[config.mk]
export PLATFORM = sky130hd
export DESIGN_NAME = quoted_command_line_tokenizer_flat
export DESIGN_NICKNAME = d
export VERILOG_FILES = /design/src/qclt_pkg.sv /design/src/qclt_if.sv /design/src/qclt_core.sv /design/src/qclt_result_fifo.sv /design/src/quoted_command_line_tokenizer.sv /design/src/flat_wrapper.sv
export SDC_FILE = /design/constraint.sdc
export NUM_CORES = 1
export LEC_CHECK = 0
export BUFFER_PORTS_ARGS = -buffer_cell sky130_fd_sc_hd__buf_2
export CAP_MARGIN = 20
export CORE_MARGIN = 2
export CORE_UTILIZATION = 55
export CTS_CLUSTER_DIAMETER = 100
export DETAILED_ROUTE_END_ITERATION = 7
export GPL_ROUTABILITY_DRIVEN = 0
export PLACE_DENSITY = 0.72
export SYNTH_ARGS = -nofsm -noshare
export SYNTH_HDL_FRONTEND = slang
export SYNTH_SLANG_ARGS = --single-unit
export TNS_END_PERCENT = 5
[constraint.sdc]
create_clock -name clk -period 11.6 [get_ports clk]
set_clock_uncertainty 0.1 [all_clocks]
set_input_delay 0.58 -clock clk [delete_from_list [all_inputs] [get_ports clk]]
set_output_delay 0.58 -clock clk [all_outputs]
set_load 0.05 [all_outputs]
[src/qclt_pkg.sv]
// types and constants shared by the command line tokenizer
// no dependencies; compiled first
`default_nettype none

package qclt_pkg;

    localparam int MAX_TOKENS  = 255;
    localparam logic [7:0] TOKEN_CAP = 8'((MAX_TOKENS > 255) ? 255 : MAX_TOKENS);

    // at most three results come from one input item
    localparam int MAX_RESULTS = 3;
    localparam int RES_DEPTH   = 8;
    localparam int RES_AW      = $clog2(RES_DEPTH);
    localparam int RES_CW      = $clog2(RES_DEPTH + 1);

    typedef enum logic [1:0] {
        KIND_BYTE    = 2'd0,
        KIND_END     = 2'd1,
        KIND_DISCARD = 2'd2,
        KIND_LINE    = 2'd3
    } kind_t;

    typedef struct packed {
        logic [7:0] text_byte;
        logic       final_byte;
        logic       empty_line;
    } in_item_t;

    typedef struct packed {
        kind_t      kind;
        logic [7:0] token_byte;
        logic [7:0] token_total;
        logic       line_valid;
        logic       last_of_run;
    } out_item_t;

    // results of one input item, handed to the result queue
    typedef struct packed {
        logic [1:0]           count;
        out_item_t [MAX_RESULTS-1:0] item;
    } push_t;

endpackage

`default_nettype wire

[src/qclt_if.sv]
// valid/ready channels for line bytes and token results
// depends on qclt_pkg
`default_nettype none

interface qclt_line_if;
    import qclt_pkg::*;
    logic     valid;
    logic     ready;
    in_item_t payload;

    modport source (output valid, output payload, input ready);
    modport sink   (input valid, input payload, output ready);
endinterface

interface qclt_token_if;
    import qclt_pkg::*;
    logic      valid;
    logic      ready;
    out_item_t payload;

    modport source (output valid, output payload, input ready);
    modport sink   (input valid, input payload, output ready);
endinterface

`default_nettype wire

[src/qclt_core.sv]
// input register, tokenizer state and the per-byte decode logic
// depends on qclt_pkg and qclt_if
`default_nettype none

module qclt_core (
    input  wire logic          clk,
    input  wire logic          rst_n,
    qclt_line_if.sink          line_chan,
    input  wire logic          room,
    output logic               push_en,
    output qclt_pkg::push_t    push
);
    import qclt_pkg::*;

    localparam logic [7:0] CH_NUL   = 8'h00;
    localparam logic [7:0] CH_LF    = 8'h0A;
    localparam logic [7:0] CH_CR    = 8'h0D;
    localparam logic [7:0] CH_SPACE = 8'h20;
    localparam logic [7:0] CH_QUOTE = 8'h22;
    localparam logic [7:0] CH_HASH  = 8'h23;
    localparam logic [7:0] CH_LPAR  = 8'h28;
    localparam logic [7:0] CH_RPAR  = 8'h29;
    localparam logic [7:0] CH_COMMA = 8'h2C;
    localparam logic [7:0] CH_COLON = 8'h3A;
    localparam logic [7:0] CH_SEMI  = 8'h3B;
    localparam logic [7:0] CH_EQ    = 8'h3D;
    localparam logic [7:0] CH_LBRK  = 8'h5B;
    localparam logic [7:0] CH_BSL   = 8'h5C;
    localparam logic [7:0] CH_RBRK  = 8'h5D;
    localparam logic [7:0] CH_LBRC  = 8'h7B;
    localparam logic [7:0] CH_RBRC  = 8'h7D;
    localparam logic [7:0] CH_DEL   = 8'h7F;

    function automatic logic [7:0] sat_inc(input logic [7:0] v);
        return (v < TOKEN_CAP) ? v + 8'd1 : v;
    endfunction

    in_item_t   stage_reg;
    logic       stage_valid_reg;
    logic       in_quotes_reg, in_quotes_next;
    logic       prev_bsl_reg, prev_bsl_next;
    logic       token_open_reg, token_open_next;
    logic [7:0] counted_reg, counted_next;
    logic [7:0] emitted_reg, emitted_next;
    logic       skip_reg, skip_next;
    logic       process;

    assign process        = stage_valid_reg && room;
    assign line_chan.ready = !stage_valid_reg || process;
    assign push_en        = process;

    always_comb
    begin
        logic [7:0] c;
        logic       split;
        logic       stop;
        logic       quote;
        logic       drop;
        logic       fin;
        logic [1:0] n;

        c    = stage_reg.text_byte;
        fin  = stage_reg.empty_line || stage_reg.final_byte;
        n    = 2'd0;
        push = '0;
        split = (c == CH_SPACE) || (c == CH_COMMA) || (c == CH_COLON) ||
                (c == CH_LPAR) || (c == CH_RPAR) || (c == CH_LBRC) ||
                (c == CH_RBRC) || (c == CH_LBRK) || (c == CH_RBRK) || (c == CH_EQ);
        stop  = (c == CH_CR) || (c == CH_LF) || (c == CH_SEMI) || (c == CH_NUL);
        quote = (c == CH_QUOTE) && !prev_bsl_reg;
        drop  = 1'b0;

        in_quotes_next  = in_quotes_reg;
        prev_bsl_next   = prev_bsl_reg;
        token_open_next = token_open_reg;
        counted_next    = counted_reg;
        emitted_next    = emitted_reg;
        skip_next       = skip_reg;

        if (!stage_reg.empty_line && !skip_reg)
        begin
            if (!in_quotes_reg && (c == CH_HASH))
            begin
                // comment ends the token, counted in the total but not for validity
                if (token_open_reg)
                begin
                    push.item[n].kind = KIND_END;
                    n = n + 2'd1;
                    emitted_next = sat_inc(emitted_reg);
                end
                token_open_next = 1'b0;
                skip_next       = 1'b1;
            end
            else
            begin
                in_quotes_next = in_quotes_reg ^ quote;
                if (!in_quotes_next && (split || stop || stage_reg.final_byte))
                begin
                    // final plain byte is always appended, whatever its value
                    if (stage_reg.final_byte && !stop && !split && !quote)
                    begin
                        push.item[n].kind       = KIND_BYTE;
                        push.item[n].token_byte = c;
                        n = n + 2'd1;
                        token_open_next = 1'b1;
                    end
                    if (token_open_next)
                    begin
                        push.item[n].kind = KIND_END;
                        n = n + 2'd1;
                        counted_next    = sat_inc(counted_reg);
                        emitted_next    = sat_inc(emitted_reg);
                        token_open_next = 1'b0;
                    end
                    if (stop)
                        skip_next = 1'b1;
                end
                else if ((c >= CH_SPACE) && (c <= CH_DEL))
                begin
                    drop = ((counted_reg == 8'd0) && (c == CH_EQ)) || quote ||
                           ((c == CH_BSL) && !in_quotes_next);
                    if (!drop)
                    begin
                        push.item[n].kind       = KIND_BYTE;
                        push.item[n].token_byte = c;
                        n = n + 2'd1;
                        token_open_next = 1'b1;
                    end
                end
                prev_bsl_next = (c == CH_BSL);
            end
        end

        if (fin)
        begin
            if (token_open_next)
            begin
                push.item[n].kind = KIND_DISCARD;
                n = n + 2'd1;
            end
            push.item[n].kind        = KIND_LINE;
            push.item[n].token_total = emitted_next;
            push.item[n].line_valid  = (counted_next != 8'd0);
            n = n + 2'd1;
            in_quotes_next  = 1'b0;
            prev_bsl_next   = 1'b0;
            token_open_next = 1'b0;
            counted_next    = 8'd0;
            emitted_next    = 8'd0;
            skip_next       = 1'b0;
        end

        if (n != 2'd0)
            push.item[n - 2'd1].last_of_run = 1'b1;
        push.count = n;
    end

    always_ff @(posedge clk or negedge rst_n)
    begin
        if (!rst_n)
        begin
            stage_valid_reg <= 1'b0;
            in_quotes_reg   <= 1'b0;
            prev_bsl_reg    <= 1'b0;
            token_open_reg  <= 1'b0;
            counted_reg     <= 8'd0;
            emitted_reg     <= 8'd0;
            skip_reg        <= 1'b0;
        end
        else
        begin
            if (line_chan.ready)
                stage_valid_reg <= line_chan.valid;
            if (process)
            begin
                in_quotes_reg  <= in_quotes_next;
                prev_bsl_reg   <= prev_bsl_next;
                token_open_reg <= token_open_next;
                counted_reg    <= counted_next;
                emitted_reg    <= emitted_next;
                skip_reg       <= skip_next;
            end
        end
    end

    always_ff @(posedge clk)
    begin
        if (line_chan.valid && line_chan.ready)
            stage_reg <= line_chan.payload;
    end

    // a line end item always closes with a line end result
    a_line_end: assert property (@(posedge clk) disable iff (!rst_n)
        process && (stage_reg.empty_line || stage_reg.final_byte) |->
        push.count != 2'd0 && push.item[push.count - 2'd1].kind == KIND_LINE)
        else $error("line end result missing");

    // line state is cleared after a line end
    a_line_clear: assert property (@(posedge clk) disable iff (!rst_n)
        process && (stage_reg.empty_line || stage_reg.final_byte) |=>
        !in_quotes_reg && !token_open_reg && !skip_reg && emitted_reg == 8'd0)
        else $error("line state not cleared");

    a_counts: assert property (@(posedge clk) disable iff (!rst_n)
        counted_reg <= emitted_reg)
        else $error("counted tokens exceed emitted tokens");

    // a stop or a comment outside quotes always closes the pending token
    a_skip_closed: assert property (@(posedge clk) disable iff (!rst_n)
        skip_reg |-> !token_open_reg)
        else $error("token open while skipping");

endmodule

`default_nettype wire

[src/qclt_result_fifo.sv]
// result queue: takes up to three results per cycle, hands out one per transfer
// depends on qclt_pkg and qclt_if
`default_nettype none

module qclt_result_fifo (
    input  wire logic          clk,
    input  wire logic          rst_n,
    input  wire logic          push_en,
    input  wire qclt_pkg::push_t push,
    output logic               room,
    qclt_token_if.source       token_chan
);
    import qclt_pkg::*;

    out_item_t         mem [RES_DEPTH];
    logic [RES_AW-1:0] wr_ptr_reg, wr_ptr_next;
    logic [RES_AW-1:0] rd_ptr_reg, rd_ptr_next;
    logic [RES_CW-1:0] count_reg, count_next;
    logic              pop;
    logic [RES_CW-1:0] push_n;

    assign room               = count_reg <= RES_CW'(RES_DEPTH - MAX_RESULTS);
    assign token_chan.valid   = count_reg != '0;
    assign token_chan.payload = mem[rd_ptr_reg];
    assign pop                = token_chan.valid && token_chan.ready;
    assign push_n             = push_en ? RES_CW'(push.count) : '0;

    always_comb
    begin
        wr_ptr_next = wr_ptr_reg + RES_AW'(push_n);
        rd_ptr_next = rd_ptr_reg + RES_AW'(pop);
        count_next  = count_reg + push_n - RES_CW'(pop);
    end

    always_ff @(posedge clk or negedge rst_n)
    begin
        if (!rst_n)
        begin
            wr_ptr_reg <= '0;
            rd_ptr_reg <= '0;
            count_reg  <= '0;
        end
        else
        begin
            wr_ptr_reg <= wr_ptr_next;
            rd_ptr_reg <= rd_ptr_next;
            count_reg  <= count_next;
        end
    end

    always_ff @(posedge clk)
    begin
        for (int i = 0; i < MAX_RESULTS; i++)
        begin
            if (push_en && (i < int'(push.count)))
                mem[wr_ptr_reg + RES_AW'(i)] <= push.item[i];
        end
    end

    a_no_overflow: assert property (@(posedge clk) disable iff (!rst_n)
        count_reg <= RES_CW'(RES_DEPTH))
        else $error("result queue overflow");

    a_push_room: assert property (@(posedge clk) disable iff (!rst_n)
        push_en |-> room)
        else $error("push without room");

    // queue level follows pushes and transfers
    a_level: assert property (@(posedge clk) disable iff (!rst_n)
        1'b1 |=> count_reg == $past(count_reg) + $past(push_n) - RES_CW'($past(pop)))
        else $error("queue level mismatch");

endmodule

`default_nettype wire

[src/quoted_command_line_tokenizer.sv]
// Quoted command line tokenizer, top level.
// line_chan carries one byte of a command line per transfer, with final_byte on
// the last byte; an item with empty_line set ends a line without a byte.
// token_chan carries the results: token bytes, token end, token discard and a
// line end that reports the token total and whether a command token was seen.
// last_of_run marks the final result caused by one input item.
// One input byte is taken per cycle while the result queue has room. A byte passes
// the input register and the decode logic and is written into the result queue,
// from which its first result is offered. One item gives zero to three results;
// the output moves one result per cycle while the receiver is ready, so items
// that give more than one result set the sustained rate, bounded by the output
// side at one result a cycle. The result queue holds eight results and input is
// held off while fewer than three places are free, so a stalled receiver fills
// the queue and then stops input without losing anything.
// Reset clears all line state and empties the queue; no clearing pass.
// depends on qclt_pkg, qclt_if, qclt_core and qclt_result_fifo
`default_nettype none

module quoted_command_line_tokenizer (
    input  wire logic      clk,
    input  wire logic      rst_n,
    qclt_line_if.sink      line_chan,
    qclt_token_if.source   token_chan
);
    import qclt_pkg::*;

    logic  room;
    logic  push_en;
    push_t push;

    qclt_core u_core (
        .clk       (clk),
        .rst_n     (rst_n),
        .line_chan (line_chan),
        .room      (room),
        .push_en   (push_en),
        .push      (push)
    );

    qclt_result_fifo u_fifo (
        .clk        (clk),
        .rst_n      (rst_n),
        .push_en    (push_en),
        .push       (push),
        .room       (room),
        .token_chan (token_chan)
    );

endmodule

`default_nettype wire
[src/flat_wrapper.sv]
// flat-port wrapper written by rule: the top's interface ports become plain ports
module quoted_command_line_tokenizer_flat import qclt_pkg::*;
  (clk, rst_n, line_chan_valid, line_chan_payload, line_chan_ready, token_chan_valid, token_chan_payload, token_chan_ready);
  qclt_line_if line_chan_i ();
  qclt_token_if token_chan_i ();
  input  wire logic clk;
  input  wire logic rst_n;
  input wire logic [$bits(line_chan_i.valid)-1:0] line_chan_valid;
  input wire logic [$bits(line_chan_i.payload)-1:0] line_chan_payload;
  output wire logic [$bits(line_chan_i.ready)-1:0] line_chan_ready;
  output wire logic [$bits(token_chan_i.valid)-1:0] token_chan_valid;
  output wire logic [$bits(token_chan_i.payload)-1:0] token_chan_payload;
  input wire logic [$bits(token_chan_i.ready)-1:0] token_chan_ready;
  assign line_chan_i.valid = line_chan_valid;
  assign line_chan_i.payload = line_chan_payload;
  assign line_chan_ready = line_chan_i.ready;
  assign token_chan_valid = token_chan_i.valid;
  assign token_chan_payload = token_chan_i.payload;
  assign token_chan_i.ready = token_chan_ready;
  quoted_command_line_tokenizer u_core (.clk(clk), .rst_n(rst_n), .line_chan(line_chan_i), .token_chan(token_chan_i));
endmodule
[Word-level counts from Yosys, hierarchy flattened]
Memories as Yosys holds them, arrays and structs flattened.
Cells that the tools add are included.
Widths: inputs -> output; s select.
Storage, ports and cells
  bits in registers: 41
  latch bits: 0
  RAM bits: 160
  bits in read-only memories: 0
  bits of input ports: 14
  output and inout port bits: 22
  memories: 1
Cells by class
  add/subtract/negate cells: 12
  $mul: 0
  div/mod/pow operators: 0
  $lt $le $gt $ge: 16
  equal/unequal tests: 17
  shift-type cells: 0
  mux-type cells: 91
  bitwise logic cells: 1
  reduce and logical (&&, ||, !) cells: 57
Memory list
  u_core.u_fifo.mem: depth 8, bits a word 20, rd ports 1, clocked after Yosys merged registers in 0, wr ports 3, line qclt_result_fifo.sv:15  | out_item_t mem [RES_DEPTH];
Operators by type and width (count)
  $bwmux 60: 6
  $mux 60: 6
  $demux 20 s2: 6
  $mux 8: 16
  $mux 40: 2
  $eq 8x6->1 const B: 9
  $mux 10: 6
  $mux 20: 3
  $eq 8x7->1 const B: 5
  $mux 1: 31
  $mux 2: 14
  $logic_and 1x1->1: 20
  $logic_or 1x1->1: 18
  $mux 18: 1
  $add 8x1->8 const B: 2
  $eq 8x4->1 const B: 2
  $logic_not 8->1: 2
  $lt 8x8->1 const B: 2
  $lt 2x3->1 const B: 4
  $logic_not 1->1: 9
  $ge 2x1->1 const B: 4
  $ge 8x6->1 const B: 1
  $le 8x7->1 const B: 1
  $reduce_bool 8->1: 1
  18 further kinds: 23

[Logic depth before layout (Yosys ltp)]
Gate-level depths: netlist (run 1).
  depth after elaboration: 35
  mapped depth: 21
  depth with buffers taken out: 19

[Hierarchy]
A second synthesis (run 1) with hierarchy kept.
Unflattened totals
  cell total of the unflattened synthesis: 1508
  area total of the unflattened synthesis: 13909.6 sq um
Modules (own cells, without submodules)
  qclt_result_fifo: times used 1, cells an instance 1134, area an instance 10985.5 sq um, seq. area each 5054.8 sq um
  qclt_core: times used 1, cells an instance 374, area an instance 2924.1 sq um, seq. area each 825.8 sq um

[Least setup slack after synthesis (run 1)]
OpenSTA, ideal clock, no wires.
  path type: register to register
  start: register u_core.u_core.stage_reg[2] (netlist bit)
  end: memory u_core.u_fifo.mem[1][0] (netlist bit) (enable)
  library setup time: 0.401 ns
  data arrival time: 5.040 ns
  data required time: 11.099 ns
  slack: 6.059 ns
  stages on the path, launching flop included: 21
  path buffers: 3
  clock period less this slack: 5.541 ns
  cell sequence: edfxtp_1 -> or3b_1 -> a211o_1 -> and3_1 -> buf_2 -> a311oi_4 -> a31o_1 -> buf_4 -> inv_1 -> ha_1 -> a21oi_1 -> inv_1 -> ha_1 -> nor2_1 -> and3_1 -> clkbuf_1 -> nand3_1 -> nor3_1 -> mux2i_4 -> nand2_1 -> o21bai_1
RTL lines
  start, declared: line qclt_core.sv:38  | in_item_t stage_reg;
  start signal, assigned: line qclt_core.sv:189  | stage_reg <= line_chan.payload;
  end, declared: line qclt_result_fifo.sv:15

==> flow_results.org, run 1 <==
** Timing
- At the pin with the least slew margin, the transition time is 1.06 ns.
- For the final routed database, the setup TNS stands at 0 ns.
- Setup repair after global routing left no endpoint under its margin.
- The worst pin sits at a relative slew slack of 29.4%.
- Endpoints failing setup :: 0
- The final count of pins violating max slew is 0.
- After layout, the worst path uses 56.1% of the clock period.
- Maximum frequency from static timing analysis :: 154 MHz
- The worst path needs 6.51 ns of the cycle, external delays included.
- Number of hold violations in the final report :: 0

** GRT
- Largest net degree at the start of global routing :: 45
- In the global route stage, overall resource usage came out at 24.3%.
- The total overflow left after global routing is 0.
- The number of antenna violations at the first check in global routing was 0.
- Number of global-route vias before repair :: 7121
- The first global-routing pass estimated 38900 um of wire.

** Synth
- Predominant post-synthesis flop cell :: sky130_fd_sc_hd__edfxtp_1
- Count of state elements after synthesis :: 201
- Proportion of synthesized flip-flops having asynchronous set or reset :: 15.4%
- Yosys printed 0 warnings.
- The average instance in the mapped netlist occupies 12.4 um2.
- Number of standard cells after synthesis :: 871
- When the netlist entered floorplanning its net count stood at 907.
- Counting flops with a built-in enable in the synthesized netlist gives 170.
- The cell area that synthesis handed to floorplanning was 0.0108 mm2.
- Counting distinct cell types in the post-synthesis netlist gives 78.
- Sequential elements use 54.3% of the synthesized area.

** Placed design
- After legalization and detailed placement, the total HPWL measured 16400 um.
- Number of port buffers :: 35

** Clocking
- TritonCTS built the clock tree.
- Counting along the longest clock path gives a buffer depth of 3.
- Number of H-tree levels :: 1
- Cell at the root of the clock tree :: sky130_fd_sc_hd__clkbuf_16
- Worst-path clk slew :: 0.06 ns
- Post-CTS timing repair inserted 0 buffers for setup.
- CTS-repair resized insts :: 0
- Clock tree synthesis found a total of 201 sinks.
- Total CTS buffers :: 21
- Clock latency on the worst-skew pair, taken at its later pin, is 0.51 ns.
- Buffers inserted to repair hold after CTS numbered 0.

** Routing
- Detailed-route wire length per cell :: 20.7 um
- Number of DRC violations after detailed-routing iteration 0 :: 545
- After detailed routing, the number of remaining DRC violations is 0.
- Wire length after detailed routing :: 24400 um
- First drt pass iteration count :: 5
- Number of vias after detailed routing :: 7271
- ANT nets after route :: 0
- Via density :: 6.18

** Power
- After layout, the design draws a total of 3.33 mW.
- Leakage :: 4.50 nW
- Pwr/cell area :: 279 mW/mm2
- Largest vdd supply drop :: 0.155 mV

** Floorplanning
- The initial utilization of the core area, before any placement, comes to 55.9%.
- The total area inside the core boundary comes to 0.0194 mm2.
- I/O Pins :: 36
- The floorplan step set the die width to 144 um.
- DIE HEIGHT :: 144 um
- Floorplan die area :: 0.0208 mm2
- After floorplanning, the core was divided into 51 placement rows.

** Run
- Count of max-cap constraint violations :: 0

** Min path
- The min-delay analysis places its worst path in the category in2async.

** Layout
- In the final layout, the multi-input gates occupy 0.00468 mm2.
- The repair_antennas step left the layout with diodes totalling 0.
- Final layout net count :: 932
- Number of filler instances in the final layout :: 1538
- Seq. cell area :: 0.00588 mm2
- The post-route netlist has 21.0% of its cells at a drive strength greater than 1.
- The register with the most flip-flops in the layout has 160 of them.
- Compared with the post-synthesis result, the final layout area differs by 10.0%.

** Worst setup path
- CP Buf/Inv Count :: 2
- Cell at the slowest stage of the critical path :: sky130_fd_sc_hd__a31o_1
- STA classifies the critical path endpoint as a flop.
- List of cells traversed by the critical path :: or3b_1 -> a211o_1 -> and3_1 -> a311oi_4 -> a31o_1 -> inv_1 -> ha_1 -> a21oi_1 -> inv_1 -> ha_1 -> nor2_1 -> and3_1 -> nand2_1 -> nor3_1 -> mux2i_4 -> nand2_1 -> o21bai_2
- Startpoint of the worst-slack reg-to-reg timing path :: u_core.u_core.stage_reg[2]$_DFFE_PP_
- Data on the critical path is required at its endpoint by 11.62 ns.
- The worst setup path is launched from a flop.
- Data arrives at the worst endpoint at 6.53 ns.
- Largest incremental delay on the critical path :: 0.59 ns
- Beginning of the critical path :: u_core.u_core.stage_reg[2]$_DFFE_PP_
- Critical path start-end classification :: reg2reg
- Largest delay contributor family on the critical path :: simple AND/OR/NAND/NOR gates
- Critical path peak fanout :: 20

** Outcome
- The flow ran to the end, and the final reports show no timing, DRC or antenna violations.
## cell families (layout without fill, tap and decap cells)
logic type               after synthesis  after routing  share of synthesized area, %
XOR/XNOR                              14             14                          1.30
flip-flops                           201            201                          54.3
buffers and inverters                 74            114                          2.91
multiplexers                         102            102                          15.3
AND/OR/NAND/NOR                      321            321                          14.1
AO/OA/AOI/OAI                        137            137                          9.42
adder cells (fa/ha/maj)               22             22                          2.68
## worst paths after layout
kind	endpoint	cells after the start	slack, ns
worst max-delay path	u_core.u_fifo.mem[7][4]$_DFFE_PP_	17	5.09
worst min-delay path	u_core.u_fifo.wr_ptr_reg[0]$_DFF_PN0_	1	0.03
worst max register to register	u_core.u_fifo.mem[7][4]$_DFFE_PP_	17	5.09
worst min register to register	u_core.u_core.prev_bsl_reg$_DFFE_PN0P_	2	0.40
max in group asynchronous	u_core.u_fifo.rd_ptr_reg[0]$_DFF_PN0_	1	10.85
min in group clk	u_core.u_core.stage_reg[6]$_DFFE_PP_	1	0.14
## stage by stage
step	hold WS (ns)	utilization [%]	instances	setup WS (ns)	area, um2
detailed placement	0.388	58.0	1135	5.20	11200
finish	0.0340	61.5	1176	5.09	11900
CTS	0.0530	61.1	1173	5.15	11900
floorplan	0.184	-	871	6.06	10800
global route	0.0904	61.5	1176	4.53	11900
global placement	0.380	58.0	1135	5.46	11200
## metal layers
layer	share of wire, %	track usage [%]	vias to the layer above
li1	-	-	3359
met1	43	35.5	3593
met4	2.3	6.80	0
met5	0	0	-
met3	7.1	3.61	49
met2	47	38.4	270
## report_power, final
part | total, mW | leakage (nW) | switching [mW] | internal, mW
logic | 1.59 | 2.25 | 1.04 | 0.548
registers | 1.13 | 1.95 | 0.0957 | 1.03
clock network | 0.609 | 0.301 | 0.274 | 0.335
## cell usage in the layout, fill, tap and decap left out, types with 10 or more instances in the layout
cell                        synthesis  routed
sky130_fd_sc_hd__mux2_2            23      23
sky130_fd_sc_hd__inv_1             27      27
sky130_fd_sc_hd__mux2i_1           25      25
sky130_fd_sc_hd__mux4_2            40      40
sky130_fd_sc_hd__clkbuf_16          0      21
sky130_fd_sc_hd__nor3_1            36      36
sky130_fd_sc_hd__dfrtp_1           31      30
sky130_fd_sc_hd__buf_2              6      35
sky130_fd_sc_hd__nand2_1           57      57
sky130_fd_sc_hd__nor2_1           139     138
sky130_fd_sc_hd__and3_1            13      13
sky130_fd_sc_hd__buf_4              4      10
sky130_fd_sc_hd__nand3_1           24      24
sky130_fd_sc_hd__ha_1              20      20
sky130_fd_sc_hd__a21oi_1           30      30
sky130_fd_sc_hd__o21ai_0           26      26
sky130_fd_sc_hd__edfxtp_1         170     170
sky130_fd_sc_hd__o211ai_1          12      12
## cell usage after synthesis, drive strengths merged, types with 4 or more instances
cell | instances | share of area (%)
edfxtp | 170 | 47
nor2 | 139 | 4.8
nand2 | 57 | 2.0
mux4 | 40 | 8.3
nor3 | 40 | 2.1
mux2i | 38 | 4.4
dfrtp | 31 | 7.2
a21oi | 30 | 1.4
o21ai | 30 | 1.4
inv | 27 | 0.94
clkbuf | 26 | 0.90
mux2 | 24 | 2.5
nand3 | 24 | 1.1
buf | 20 | 1.0
ha | 20 | 2.3
o211ai | 16 | 1.6
and3 | 13 | 0.75
nand4 | 9 | 0.52
xor2 | 9 | 0.73
a31oi | 8 | 0.46
o21bai | 8 | 0.55
a311oi | 6 | 0.81
o31ai | 6 | 0.42
a31o | 5 | 0.48
and2 | 5 | 0.29
nand2b | 5 | 0.29
o22ai | 5 | 0.29
or2 | 5 | 0.29
xnor2 | 5 | 0.58
a21o | 4 | 0.28
## area by class of cell
cell class | instances | area share [%]
inverters | 28 | 0.881
repair buffers | 48 | 2.69
flip-flops and latches | 201 | 49.3
well taps | 265 | 2.78
clock buffers | 27 | 4.60
multi-input cells | 596 | 39.2
clock inverters | 11 | 0.493
(Power assumes the default switching activity.)
==> run 2, diff against run 1 <==
==> constraint.sdc (replaced) <==
create_clock -name clk -period 6.5 [get_ports clk]
set_clock_uncertainty 0.1 [all_clocks]
set_input_delay 0.325 -clock clk [delete_from_list [all_inputs] [get_ports clk]]
set_output_delay 0.325 -clock clk [all_outputs]
set_load 0.05 [all_outputs]
==> run 2 against run 1 <==
Compared with the run above: setup slack lost 4.6 ns; sequential power grew 79%; flip-flop and latch count unchanged; final cell count rose by 1.4%; power up 83%; global-route usage is 1.5 points higher; routed wire length rose by 7.5%; cell area up 1.6%; sequential share of layout area down 0.75 points; largest cell class unchanged; largest power group unchanged.
==> flow_results.org, run 2 (same netlist as run 1, synthesis figures left out) <==
** Outcome
- Run status: complete, no violations (unchanged).

** Timing
- Setup repair after global routing missed its margin :: no (unchanged)
- Endpoints failing setup :: 0 (unchanged)
- The post-route minimum period was 5.98 ns (was 6.51 ns).
- The total negative slack came to 0 ns (unchanged).
- The final count of pins violating max slew came to 0 (unchanged).
- Worst slew slack as a fraction of its limit :: 28.2% (was 29.4%)
- The top achievable clock speed came to 167 MHz (was 154 MHz).
- Slew at the pin closest to its max-slew limit :: 1.08 ns (was 1.06 ns)
- Number of hold violations in the final report :: 0 (unchanged)
- Post-route fraction of the period consumed by the critical path :: 92.0% (was 56.1%)

** Clocking
- Total CTS buffers :: 21 (unchanged)
- Insertion delay of the later-clocked pin in the worst-skew pair :: 0.50 ns (was 0.51 ns)
- The clock slew at the register clock pins of the worst setup and hold paths is 0.06 ns (about the same).
- The worst-case clock buffer depth was 3 (unchanged).
- The level count of the clock H-tree is 1 (unchanged).
- The sink count of the clock tree came to 201 (unchanged).
- The clock root buffer master is sky130_fd_sc_hd__clkbuf_16 (unchanged).
- Clock tree from TritonCTS :: yes (unchanged)

** Floorplanning
- The die extent in x came to 144 um (unchanged).
- Starting density of the core :: 55.9% (unchanged)
- I/O Pins :: 36 (unchanged)
- The standard-cell row count came to 51 (unchanged).
- DIE HEIGHT :: 144 um (unchanged)
- Floorplan die area :: 0.0208 mm2 (unchanged)
- Area of the core :: 0.0194 mm2 (unchanged)

** Routing
- The total number of vias came to 7499 (was 7271).
- Number of DRC violations after detailed-routing iteration 0 :: 638 (was 545)
- Detailed-route wire length per cell :: 22.0 um (was 20.7 um)
- The total DRC errors in the routed layout was 0 (unchanged).
- The per-cell via count in the routed design is 6.29 (was 6.18).
- First drt pass iteration count :: 6 (was 5)
- The post-route antenna net violation count is 0 (unchanged).
- The overall routed net length is 26200 um (was 24400 um).

** Worst setup path
- Setup crit end kind :: flop (unchanged)
- Required time at the worst-slack endpoint :: 6.60 ns (was 11.62 ns)
- Critical path peak fanout :: 14 (was 20)
- The type of element launching the critical path is a flop (unchanged).
- Critical path start-end classification :: reg2reg (unchanged)
- Arrival time worst endpoint :: 6.08 ns (was 6.53 ns)

** Power
- Clock network power share :: 19.2% (was 18.3%)
- Switching power share of the total :: 42.2% (was 42.5%)
- Leakage :: 4.59 nW (was 4.50 nW)
- Power Internal :: 3.51 mW (was 1.92 mW)
- Switching pwr :: 2.57 mW (was 1.41 mW)
- The cell area power density came to 502 mW/mm2 (was 279 mW/mm2).
- The worst vdd rail ir drop came to 0.354 mV (was 0.155 mV).
- Sequential share of power :: 33.3% (was 33.9%)
- Combinational share of power :: 47.5% (was 47.8%)

** GRT
- The total routing resource utilization after global routing came to 25.8% (was 24.3%).
- The first-pass GRT wire length is 40700 um (was 38900 um).
- Leftover overflow at the end of global routing :: 0 (unchanged)
- The number of global-route vias before repair is 7280 (was 7121).
- The largest net degree at the start of global routing is 45 (unchanged).
- The number of antenna violations at the first check in global routing was 0 (unchanged).

** Layout
- Max reg flops :: 160 (unchanged)
- The commonest non-fill, non-tap cell in the layout is sky130_fd_sc_hd__edfxtp_1 (unchanged).
- The antenna cell count was 0 (unchanged).
- The share of post-route cells with drive strength above 1 is 20.8% (was 21.0%).
- Final instance count without filler cells :: 1192 (was 1176)
- Layout area overhead :: 11.7% (was 10.0%)
- Commonest cells after routing, fill and taps aside :: 170 x sky130_fd_sc_hd__edfxtp_1, 138 x sky130_fd_sc_hd__nor2_1, 57 x sky130_fd_sc_hd__nand2_1 (unchanged)
- Final layout net count :: 949 (was 932)

** Run
- The max-cap violation count was 0 (unchanged).

** Min path
- The class of the tightest hold or removal check is in2reg (was in2async).

** Placed design
- The post-DP HPWL was 17300 um (was 16400 um).
- Total instance count after detailed placement :: 1143 (was 1135)
- The number of buffers added on ports is 35 (unchanged).
==> run 2: cell types whose count changed in the layout (fill, tap and decap cells not counted), sizes merged <==
cell	delta
bufinv	+2
clkinvlp	-1
buf	+5
clkbuf	+2
inv	+1
clkinv	-5
dlygate4sd3	+12
==> run 2: final cells by class <==
cell class / instances / area [um2]
fill: 1543 / 7290
sequential: 201 / 5880
multi-input combinational: 596 / 4680
clock buffer: 29 / 566
timing repair buffer: 65 / 453
tap: 265 / 332
inverter: 28 / 105
clock inverter: 8 / 93.8
==> run 2: layer usage <==
metal / GRT usage [%] / wire (um) / part of all wire [%]
met1: 36.0 / 11000 / 42
met2: 42.1 / 12700 / 48
met4: 8.02 / 733 / 2.8
met5: 0 / 0 / 0
met3: 4.17 / 1810 / 6.9
==> run 2: repair_timing <==
| action | in CTS | in global routing |
|---|---|---|
| buffers inserted | 0 | 0 |
| resized for setup | 0 | 0 |
| hold buffers | 12 | 0 |
| hold endpoints to repair | 42 | 0 |
==> run 2: through the flow <==
step	util, %	hold slack (ns)	worst slack (ns)	total power [mW]	cell area [um2]
floorplan	-	-0.0706	0.959	4.12	10800
global placement	58.2	0.335	0.660	4.85	11300
detailed placement	58.4	0.338	0.585	4.92	11300
CTS	62.4	0.0733	0.555	6.10	12100
global route	62.4	0.101	0.0874	6.39	12100
finish	62.4	0.0778	0.520	6.08	12100
==> run 2: critical path, cell delays in order, from the launching register on <==
cell                       delay (ns)
sky130_fd_sc_hd__edfxtp_1        0.55
sky130_fd_sc_hd__or3b_1          0.42
sky130_fd_sc_hd__a211o_1         0.25
sky130_fd_sc_hd__and3_1          0.36
sky130_fd_sc_hd__a311oi_4        0.42
sky130_fd_sc_hd__a31o_1          0.17
sky130_fd_sc_hd__inv_1           0.07
sky130_fd_sc_hd__ha_1            0.27
sky130_fd_sc_hd__a21oi_1         0.25
sky130_fd_sc_hd__inv_1           0.08
sky130_fd_sc_hd__ha_1            0.31
sky130_fd_sc_hd__nor2_1          0.28
sky130_fd_sc_hd__and3_1          0.49
sky130_fd_sc_hd__nand2_1         0.13
sky130_fd_sc_hd__nor3_1          0.30
sky130_fd_sc_hd__mux2i_4         0.19
sky130_fd_sc_hd__nand2_1         0.32
sky130_fd_sc_hd__o21bai_2        0.35
sky130_fd_sc_hd__buf_4           0.33
==> run 2: path summary, 6_finish.rpt <==
check	slack, ns	cells after the start	end	start
min	0.08	3	u_core.u_fifo.rd_ptr_reg[0]$_DFF_PN0_	token_chan_ready
max	0.52	18	u_core.u_fifo.mem[7][7]$_DFFE_PP_	u_core.u_core.stage_reg[2]$_DFFE_PP_
min reg2reg	0.38	1	u_core.u_fifo.rd_ptr_reg[2]$_DFF_PN0_	u_core.u_fifo.rd_ptr_reg[2]$_DFF_PN0_
max reg2reg	0.52	18	u_core.u_fifo.mem[7][7]$_DFFE_PP_	u_core.u_core.stage_reg[2]$_DFFE_PP_
min in group asynchronous	0.33	2	u_core.u_fifo.wr_ptr_reg[1]$_DFF_PN0_	rst_n
max in group asynchronous	5.45	2	u_core.u_fifo.rd_ptr_reg[0]$_DFF_PN0_	rst_n
==> run 2: power by group through the flow <==
stage,Sequential (mW),Combinational [mW],Clock [mW]
detailed placement,2.05,2.87,0
floorplan,1.96,2.17,0
CTS,2.02,2.89,1.19
finish,2.02,2.89,1.17
global route,2.06,3.10,1.23
global placement,2.04,2.81,0
